**src/hdl/mrfd_pkg.sv**
```systemverilog
// Package with the shared types and constants of the motor reply frame decoder.
`default_nettype none

package mrfd_pkg;

    localparam logic [7:0] TERMINATOR_BYTE  = 8'h6B;
    localparam logic [7:0] FN_POSITION      = 8'h30;
    localparam logic [7:0] FN_FAILED        = 8'h00;
    localparam logic [7:0] FN_TORQUE_BACK   = 8'hF5;
    localparam logic [3:0] POSITION_LEN     = 4'd8;
    localparam logic [3:0] LEN_MAX          = 4'd15;
    localparam int         STORE_DEPTH      = 7;
    localparam logic [7:0] HIGHEST_JOINT_RST = 8'd5;

    localparam logic [2:0] ST_POS_OK        = 3'd0;
    localparam logic [2:0] ST_JOINT_RANGE   = 3'd1;
    localparam logic [2:0] ST_FAILED        = 3'd2;
    localparam logic [2:0] ST_TORQUE_BACK   = 3'd3;
    localparam logic [2:0] ST_OTHER         = 3'd4;

    typedef struct packed {
        logic        close;
        logic [3:0]  len;
        logic [7:0]  joint;
        logic [7:0]  fn;
        logic [31:0] pos;
    } frame_t;

    typedef struct packed {
        logic [2:0]  status;
        logic [7:0]  joint;
        logic [31:0] pos;
        logic [3:0]  len;
    } result_t;

endpackage

`default_nettype wire

```
**src/hdl/mrfd_frame_store.sv**
```systemverilog
// Frame byte counter and store of the first seven bytes of the open frame.
`default_nettype none

module mrfd_frame_store
    import mrfd_pkg::*;
(
    input  wire logic       aclk,
    input  wire logic       aresetn,
    input  wire logic       advance,
    input  wire logic [7:0] rx_byte,
    output frame_t          frame
);

    logic [3:0] byte_count_reg;
    logic [3:0] byte_count_next;
    logic [7:0] frame_bytes_reg [STORE_DEPTH];
    logic       drop;
    logic       store_en;
    logic [3:0] len_inc;

    assign drop     = (rx_byte == 8'h00) && (byte_count_reg == 4'd0);
    assign store_en = advance && !drop && (byte_count_reg < 4'(STORE_DEPTH));
    assign len_inc  = (byte_count_reg < LEN_MAX) ? byte_count_reg + 4'd1 : LEN_MAX;

    always_comb begin
        frame.close = advance && !drop && (rx_byte == TERMINATOR_BYTE);
        frame.len   = len_inc;
        frame.joint = (byte_count_reg == 4'd0) ? rx_byte : frame_bytes_reg[0];
        frame.fn    = (byte_count_reg == 4'd1) ? rx_byte : frame_bytes_reg[1];
        frame.pos   = {frame_bytes_reg[3], frame_bytes_reg[4],
                       frame_bytes_reg[5], frame_bytes_reg[6]};
    end

    always_comb begin
        byte_count_next = byte_count_reg;
        if (advance && !drop) begin
            if (rx_byte == TERMINATOR_BYTE) begin
                byte_count_next = 4'd0;
            end else begin
                byte_count_next = len_inc;
            end
        end
    end

    always_ff @(posedge aclk) begin
        if (!aresetn) begin
            byte_count_reg <= 4'd0;
        end else begin
            byte_count_reg <= byte_count_next;
        end
    end

    always_ff @(posedge aclk) begin
        if (store_en) begin
            frame_bytes_reg[byte_count_reg[2:0]] <= rx_byte;
        end
    end

    // A closed frame always leaves the counter at zero.
    assert property (@(posedge aclk) disable iff (!aresetn)
        frame.close |=> byte_count_reg == 4'd0)
        else $error("Byte count not cleared after frame close.");

endmodule

`default_nettype wire

```
**src/hdl/mrfd_classify.sv**
```systemverilog
// Classification of a closed frame into the result status and position.
`default_nettype none

module mrfd_classify
    import mrfd_pkg::*;
(
    input  wire frame_t      frame,
    input  wire logic [7:0]  highest_joint,
    output result_t          result
);

    logic is_position;
    logic joint_ok;

    assign is_position = (frame.fn == FN_POSITION) && (frame.len == POSITION_LEN);
    assign joint_ok    = (frame.joint != 8'd0) && (frame.joint <= highest_joint);

    always_comb begin
        result.status = ST_OTHER;
        result.joint  = frame.joint;
        result.pos    = 32'd0;
        result.len    = frame.len;
        if (frame.len >= 4'd2) begin
            priority if (is_position) begin
                if (joint_ok) begin
                    result.status = ST_POS_OK;
                    result.pos    = frame.pos;
                end else begin
                    result.status = ST_JOINT_RANGE;
                end
            end else if (frame.fn == FN_FAILED) begin
                result.status = ST_FAILED;
            end else if (frame.fn == FN_TORQUE_BACK) begin
                result.status = ST_TORQUE_BACK;
            end else begin
                result.status = ST_OTHER;
            end
        end
    end

endmodule

`default_nettype wire

```
**src/hdl/motor_reply_frame_decoder_unit.sv**
```systemverilog
// Top level of the motor reply frame decoder with input, result and config registers.
`default_nettype none

// Takes one received bus byte per request and emits one result request for
// each frame closed by the terminator byte 0x6B. Bytes of value zero are dropped
// while no frame is open. A byte passes through an input register, then the
// frame counter, byte store and classifier, then the result register, which
// holds the result request of a closing byte until the result side takes it.
// One byte is accepted in every cycle as long as the result side takes its
// requests. The config register highest_joint sets the largest joint
// address whose position reply is accepted; write it only while the block is idle.
module motor_reply_frame_decoder_unit
    import mrfd_pkg::*;
(
    input  wire logic        aclk,
    input  wire logic        aresetn,
    input  wire logic        cfg_wen,
    input  wire logic [7:0]  cfg_wdata,
    input  wire logic        s_tvalid,
    output logic             s_tready,
    input  wire logic [7:0]  s_tdata,   // rx_byte
    output logic             m_tvalid,
    input  wire logic        m_tready,
    output logic [47:0]      m_tdata,   // joint_address, position_count, frame_length, zero pad
    output logic [2:0]       m_tuser    // frame_status
);

    logic       in_valid_reg;
    logic [7:0] in_byte_reg;
    logic [7:0] highest_joint_reg;
    logic       out_valid_reg;
    result_t    out_reg;
    logic       advance;
    frame_t     frame;
    result_t    result;

    assign advance  = in_valid_reg && (!out_valid_reg || m_tready);
    assign s_tready = !in_valid_reg || advance;

    always_ff @(posedge aclk) begin
        if (!aresetn) begin
            in_valid_reg <= 1'b0;
        end else if (s_tready) begin
            in_valid_reg <= s_tvalid;
        end
    end

    always_ff @(posedge aclk) begin
        if (s_tready && s_tvalid) begin
            in_byte_reg <= s_tdata;
        end
    end

    always_ff @(posedge aclk) begin
        if (!aresetn) begin
            highest_joint_reg <= HIGHEST_JOINT_RST;
        end else if (cfg_wen) begin
            highest_joint_reg <= cfg_wdata;
        end
    end

    mrfd_frame_store u_store (
        .aclk    (aclk),
        .aresetn (aresetn),
        .advance (advance),
        .rx_byte (in_byte_reg),
        .frame   (frame)
    );

    mrfd_classify u_classify (
        .frame         (frame),
        .highest_joint (highest_joint_reg),
        .result        (result)
    );

    always_ff @(posedge aclk) begin
        if (!aresetn) begin
            out_valid_reg <= 1'b0;
        end else if (frame.close) begin
            out_valid_reg <= 1'b1;
        end else if (m_tready) begin
            out_valid_reg <= 1'b0;
        end
    end

    always_ff @(posedge aclk) begin
        if (frame.close) begin
            out_reg <= result;
        end
    end

    assign m_tvalid = out_valid_reg;
    assign m_tuser  = out_reg.status;
    assign m_tdata  = {4'd0, out_reg.len, out_reg.pos, out_reg.joint};

    // An accepted position reply is always exactly eight bytes long.
    assert property (@(posedge aclk) disable iff (!aresetn)
        (m_tvalid && m_tuser == ST_POS_OK) |-> m_tdata[43:40] == POSITION_LEN)
        else $error("Accepted position reply with wrong length.");

    // The position field is zero unless the reply was accepted.
    assert property (@(posedge aclk) disable iff (!aresetn)
        (m_tvalid && m_tuser != ST_POS_OK) |-> m_tdata[39:8] == 32'd0)
        else $error("Nonzero position on a rejected frame.");

    // A closed frame never reports a length of zero.
    assert property (@(posedge aclk) disable iff (!aresetn)
        m_tvalid |-> m_tdata[43:40] != 4'd0)
        else $error("Result with zero frame length.");

endmodule

`default_nettype wire

```
**config.mk**
```make
export PLATFORM = sky130hd
export DESIGN_NAME = motor_reply_frame_decoder_unit
export DESIGN_NICKNAME = d
export VERILOG_FILES = /design/src/hdl/mrfd_pkg.sv /design/src/hdl/mrfd_frame_store.sv /design/src/hdl/mrfd_classify.sv /design/src/hdl/motor_reply_frame_decoder_unit.sv
export SDC_FILE = /design/constraint.sdc
export NUM_CORES = 1
export LEC_CHECK = 0
export BUFFER_PORTS_ARGS = -buffer_cell sky130_fd_sc_hd__buf_2
export CORE_MARGIN = 4
export CORE_UTILIZATION = 50
export DETAILED_ROUTE_END_ITERATION = 8
export PLACE_DENSITY_LB_ADDON = 0.25
export RECOVER_POWER = 50
export SLEW_MARGIN = 15
export SYNTH_ARGS = -nofsm -noshare
export SYNTH_HDL_FRONTEND = slang
export SYNTH_SLANG_ARGS = --single-unit
```
**constraint.sdc**
```tcl
create_clock -name aclk -period 3.49 [get_ports aclk]
set_clock_uncertainty 0.05 [all_clocks]
set_input_delay 0.5235 -clock aclk [delete_from_list [all_inputs] [get_ports aclk]]
set_output_delay 0.5235 -clock aclk [all_outputs]
set_load 0.02 [all_outputs]
```
==> metrics.md, run 1 <==
| Metric | Value |
|---|---|
| Yosys cell types | 42 |
| Maximum net fanout on the critical path | 31 |
| Initial core utilization | 0.518 |
| Via Count | 2733 |
| Ys Warns | 0 |
| Non-filler cells, final | 526 |
| Hold Path Class | in -> reg |
| GRT Total Usage | 0.166 |
| Power per cell area | 588 mW/mm^2 |
| Final hold vios | 0 |
| Post-synth ARST share | 0 |
| N_diodes | 0 |
| Overall power | 3.47 mW |
| Die ar. | 0.0113 mm^2 |
| # resized after CTS | 0 |
| Worst setup SP type | flip-flop |
| Cells after Synth | 299 |
| Outcome | finished clean |
| Fillcell total | 719 |
| Crit share post-route | 0.918 |
| Tmin final | 3.21 ns |
| Post-synthesis sequential area ratio | 0.698 |
| Ports | 74 |
| Pins Over Slew Limit | 0 |
| Layout area overhead | 22.2% |
| Synthesized area | 0.00483 mm^2 |
| Critical path capture point type | flip-flop |
| Flops & latches, synth | 117 |
| Post-DR vias/cell | 5.20 |
| Max_slew headroom | 0.635 |
| Clock buffer depth | 2 |
| Final net count | 417 |
| Iteration-0 DRC Markers | 121 |
| Initial antenna violation count | 0 |
| Setup TNS | 0 ns |
| WP data required | 3.67 ns |
| Die Y | 106 um |
| Post-CTS Setup Bufs | 0 |
| CTS Buf Count | 17 |
| EDFF count, synth | 103 |
| Max Clock Freq | 312 MHz |
| Kind of critical path | reg -> reg |
| Layout cells sized above 1 | 0.247 |
| Final setup violating endpoints | 0 |
| Maxcap violations | 0 |
| I/O Buffers | 69 |
| Worst slew pin tran | 0.547 ns |
| H-tree depth | 4 |
| Post-placement cell count | 494 |
| First-pass GRT wire length | 14100 um |
| Synthesized area per cell | 16.2 um^2 |
| CTS tree | done |
| Clock slew at the register clock pins of the worst setup and hold paths | 0.05 ns |
| GP Congestion | 0.839 |
| Post-route ant nets | 0 |
| Row cnt | 35 |
| Vias in the first global route | 2760 |
| Post-synth top flop | edfxtp_1 |
| Max VDD drop | 0.000311 V |
| Leak pwr | 2.12 nW |
| DP HPWL | 5780 um |
| Gr ovfl total | 0 |
| DRT Pass-1 Iters | 4 |
| Max reg flops | 48 |
| Die X | 106 um |
| Post-CTS Hold Buffers | 0 |
| RSZ-0062 raised after global routing | no |
| Wire per inst | 16.6 um |
| Core area | 0.00933 mm^2 |
| Clk sink count | 117 |
| Skew-Pair Late Insertion Delay | 0.50 ns |
| WP data arrival | 3.39 ns |
| Residual DRC | 0 |
| Root buffer cell | clkbuf_8 |
| Pin count of the biggest net entering global routing | 34 |
| Final WL | 8740 um |
metrics by stage:
| stage | hold WS, ns | instance area [um^2] | util | setup slack (ns) |
|---|---|---|---|---|
| 5_1_grt | 0.122 | 5910 | 0.633 | 0.0116 |
| 6_report | 0.149 | 5910 | 0.633 | 0.285 |
| 3_5_place_dp | 0.434 | 5350 | 0.573 | 0.298 |
| 4_1_cts | 0.120 | 5970 | 0.640 | 0.271 |
| 3_3_place_gp | 0.428 | 5350 | 0.573 | 0.321 |
| 2_1_floorplan | 0.399 | 4840 | - | 0.266 |
critical path: stages, from the launching register on:
cell and delay, ns:
dfxtp_1 0.39, inv_1 0.17, ha_1 0.16, nor3b_1 0.17, buf_4 0.23, mux2_2 0.38
ha_1 0.29, nor2b_1 0.12, o211ai_1 0.09, a21oi_1 0.14, o22a_2 0.18, buf_4 0.42
nor3b_1 0.12
cells in the final DEF (no fill, tap or decap), types with 11 or more instances in the layout:
cell type	count
clkbuf_1	52
clkbuf_16	20
inv_1	12
ha_1	12
buf_2	19
edfxtp_1	103
nor3b_2	31
nand2_1	11
dfxtp_1	14
cell families after synthesis:
logic type	Yosys count	share of synthesized area
fa+ha+maj	12	0.0311
mux	16	0.0349
simple gates	104	0.171
compound gates	21	0.0344
buf+inv	28	0.0303
flops	117	0.698
other cells	1	0.000776
synthesized netlist by cell type (3+ instances only):
| master | number | area (um^2) |
|---|---|---|
| nand4_1 | 7 | 43.8 |
| nor3_1 | 4 | 20.0 |
| nor2b_1 | 9 | 56.3 |
| nor3b_1 | 3 | 22.5 |
| nor4b_1 | 4 | 35.0 |
| or3_1 | 4 | 25.0 |
| nor4_1 | 3 | 18.8 |
| inv_1 | 12 | 45.0 |
| a21boi_0 | 4 | 30.0 |
| and2_1 | 3 | 18.8 |
| dfxtp_1 | 14 | 280 |
| buf_6 | 3 | 33.8 |
| nand2_1 | 11 | 41.3 |
| nor3b_2 | 31 | 388 |
| mux2_2 | 7 | 78.8 |
| ha_1 | 12 | 150 |
| buf_4 | 4 | 30.0 |
| nand2b_1 | 3 | 18.8 |
| nor2_1 | 7 | 26.3 |
| a21oi_1 | 5 | 25.0 |
| mux2i_1 | 9 | 90.1 |
| edfxtp_1 | 103 | 3090 |
| nand3_1 | 5 | 25.0 |
| clkbuf_1 | 6 | 22.5 |
| buf_2 | 3 | 15.0 |
per-layer routing:
metal,vias up,track usage,part of all wire
met5,-,0,0
met4,0,0.0860,0.024
met3,16,0.0474,0.053
met2,95,0.265,0.48
met1,1316,0.207,0.44
li1,1306,-,-
power breakdown:
group	internal (mW)	leakage, nW	total [mW]	switching [mW]
Clock	1.17	0.309	1.73	0.563
Combinational	0.0583	0.680	0.163	0.105
Sequential	1.55	1.13	1.58	0.0338
Total	2.77	2.12	3.47	0.702
area by class of cell:
| cell class | count | area (um^2) | share of cell area |
|---|---|---|---|
| multi-input combinational | 157 | 1340 | 0.226 |
| inverter | 12 | 45.0 | 0.00763 |
| sequential | 117 | 3370 | 0.571 |
| tap | 129 | 161 | 0.0273 |
| clock buffer | 26 | 563 | 0.0953 |
| clock inverter | 6 | 57.6 | 0.00974 |
| timing repair buffer | 79 | 370 | 0.0627 |
path summary, 6_finish.rpt:
| check | start | to | slack, ns | cells after the start |
|---|---|---|---|---|
| max | u_store.byte_count_reg[1] | m_tdata[17] | 0.28 | 12 |
| min | s_tdata[7] | in_byte_reg[7] | 0.15 | 1 |
| max reg2reg | u_store.byte_count_reg[1] | m_tdata[17] | 0.28 | 12 |
| min reg2reg | highest_joint_reg[0] | highest_joint_reg[0] | 0.45 | 2 |
Note: power is estimated with default switching activity, not from simulation.
==> inputs of run 2 (changes only) <==
Settings changed: RECOVER_POWER 50 to 25, SETUP_SLACK_MARGIN set to 0.5.
==> run 2 against run 1 <==
Maximum frequency is 11% higher. Die area stayed put. Total power is 2.7% lower. Setup slack better by 0.31 ns. Wire length is 4.5% higher. Non-clock buffer count is 9 higher. Critical path depth stayed put. First-iteration DRC count is 60% higher. Clock power is 9% lower. Utilization is 1.4 points higher. Global-route usage is 0.50 points higher. Count of clock-buffer cells in the layout is 9 lower.
==> metrics.md, run 2 (synthesis results as in run 1) <==
| Metric | Value |
|---|---|
| Critical Path Source | u_store.byte_count_reg[1] |
| Layout area overhead | 25.0% |
| Hold depth | 1 (unchanged) |
| Worst reg2reg setup slack | 0.59 ns (+0.31 ns) |
| Final net count | 426 (+2.2%) |
| Core area | 0.00933 mm^2 (unchanged) |
| Pin count of the biggest net entering global routing | 49 (+44%) |
| Clock slew at the register clock pins of the worst setup and hold paths | 0.06 ns (about the same) |
| Slowest-stage cell, CP | dfxtp_4 |
| Max reg flops | 48 (unchanged) |
| Post-route ant nets | 0 (unchanged) |
| Commonest non-fill, non-tap cell in the layout | edfxtp_1 |
| Die ar. | 0.0113 mm^2 (unchanged) |
| Crit share post-route | 0.831 (-0.0879) |
| Kind of critical path | reg -> reg |
| Via Count | 2805 (+2.6%) |
| Final hold vios | 0 (unchanged) |
| Die Y | 106 um (unchanged) |
| Row cnt | 35 (unchanged) |
| Clock buffer depth | 2 (unchanged) |
| Post-DR vias/cell | 5.24 (+0.91%) |
| Most frequent cells in the layout | 103 x edfxtp_1, 70 x buf_2, 31 x nor3b_2, 17 x clkbuf_16, 13 x buf_4 |
| Iteration-0 DRC Markers | 193 (+60%) |
| I/O Buffers | 69 (unchanged) |
| Fillcell total | 659 (-8.3%) |
| Tmin final | 2.90 ns (-0.307 ns) |
| Wire per inst | 17.1 um (+2.8%) |
| Most frequent CP cell | ha_1 |
| Power per cell area | 560 mW/mm^2 (-4.8%) |
| Ports | 74 (unchanged) |
| Maxcap violations | 0 (unchanged) |
| N_diodes | 0 (unchanged) |
| Max Clock Freq | 345 MHz (+11%) |
| H-tree depth | 4 (unchanged) |
| Endpoint, Worst Hold | in_byte_reg[4] |
| Skew-Pair Late Insertion Delay | 0.52 ns (+0.02 ns) |
| DRT Pass-1 Iters | 5 (+1) |
| CTS tree | done |
| Hold Path Class | in -> reg |
| GRT Total Usage | 0.171 (+0.00501) |
| Initial antenna violation count | 0 (unchanged) |
| Crit-path leading delay family | compound AO/OA/AOI/OAI gates |
| RSZ-0062 raised after global routing | yes |
| Residual DRC | 0 (unchanged) |
| Die X | 106 um (unchanged) |
| Final WL | 9140 um (+4.5%) |
| Worst slew pin tran | 0.659 ns (+0.112 ns) |
| Clk sink count | 117 (unchanged) |
| Vias in the first global route | 2870 (+4.0%) |
| Root buffer cell | clkbuf_8 |
| R2r startpoint | u_store.byte_count_reg[1] |
| First-pass GRT wire length | 14700 um (+4.2%) |
| Final setup violating endpoints | 0 (unchanged) |
| Worst setup SP type | flip-flop |
| CP peak stage delay | 0.36 ns (-0.06 ns) |
| Sequential standard cell area | 0.00338 mm^2 (+0.22%) |
| Hold path start | s_tdata[4] |
| Worst path cell trace | inv_2 -> ha_1 -> nor3b_4 -> buf_6 -> buf_4 -> mux2_2 -> ha_1 -> a21oi_1 -> a21oi_2 -> o22a_4 -> buf_12 -> o211a_1 |
| Gr ovfl total | 0 (unchanged) |
| Post-CTS Hold Buffers | 0 (unchanged) |
| Critical path buffers and inverters | 4 (+1) |
| Initial core utilization | 0.518 (unchanged) |
| Maximum net fanout on the critical path | 7 (-77%) |
| WP data arrival | 3.12 ns (-0.27 ns) |
| DP HPWL | 5690 um (-1.5%) |
| Leak pwr | 2.31 nW (+9.1%) |
| Max VDD drop | 0.000330 V (+6.1%) |
| GP Congestion | 0.792 (-5.6%) |
| Max_slew headroom | 0.561 (-0.0744) |
| Fin util | 0.648 (+0.0144) |
| WP data required | 3.72 ns (+0.05 ns) |
| R2R depth | 12 (unchanged) |
| Setup TNS | 0 ns (unchanged) |
| Outcome | finished clean |
| CTS Buf Count | 17 (unchanged) |
| Layout cells sized above 1 | 0.416 (+0.169) |
| Critical path capture point type | flip-flop |
| Area of the multi-input gates | 0.00138 mm^2 (+3.4%) |
| Pins Over Slew Limit | 0 (unchanged) |
| Capturing point of the worst reg2reg path | m_tuser[0] |
[run 2: changes by cell type in the layout (fill, tap and decap cells not counted), sizes merged]
cell      previous run  this run
inv                 12        15
clkinv               5         7
clkinvlp             0         4
clkbuf              76        19
buf                 29        86
[run 2: layout make-up]
type                    instances  share of cell area
clock inverters                15              0.0215
flip-flops and latches        117               0.560
inverters                      12             0.00746
multi-input cells             157               0.229
well taps                     129              0.0267
repair buffers                 88              0.0874
clock buffers                  17              0.0686
[run 2: stage by stage]
step                      setup slack [ns]  area, um^2  total power [mW]  hold slack (ns)  cells
after floorplan                      0.266        4850              1.72            0.399    302
final                                0.591        6040              3.38            0.124    535
after global placement               0.286        5340              1.77            0.426    493
after CTS                            0.525        5980              3.39            0.109    531
after detailed placement             0.235        5340              1.78            0.450    493
after global routing                 0.497        6040              3.51            0.119    535
[run 2: timing repair]
item,CTS,global route
gates cloned,1,1
setup endpoints to repair,96,48
buffers inserted,5,3
pin swaps,2,4
resized for setup,9,7
[run 2: routing by layer]
layer,vias up,track usage,wire (um),part of all wire
met5,-,0,0,0
met4,0,0.0703,91,0.010
met3,15,0.0474,695,0.076
met2,123,0.270,4380,0.48
met1,1342,0.225,3970,0.43
li1,1325,-,-,-
[run 2: worst max path at each step]
stage,endpoint,cells past startpoint
after global placement,m_tdata[10],12
after floorplan,u_store.frame_bytes_reg[4][0],9
after global routing,m_tdata[10],12
after CTS,m_tuser[0],12
final,m_tuser[0],12
after detailed placement,m_tdata[10],11
[run 2: power by group]
group	leakage, nW	switching [mW]	internal (mW)
clock network	0.256	0.634	0.942
logic	0.924	0.123	0.103
registers	1.13	0.0337	1.55
total	2.31	0.791	2.59
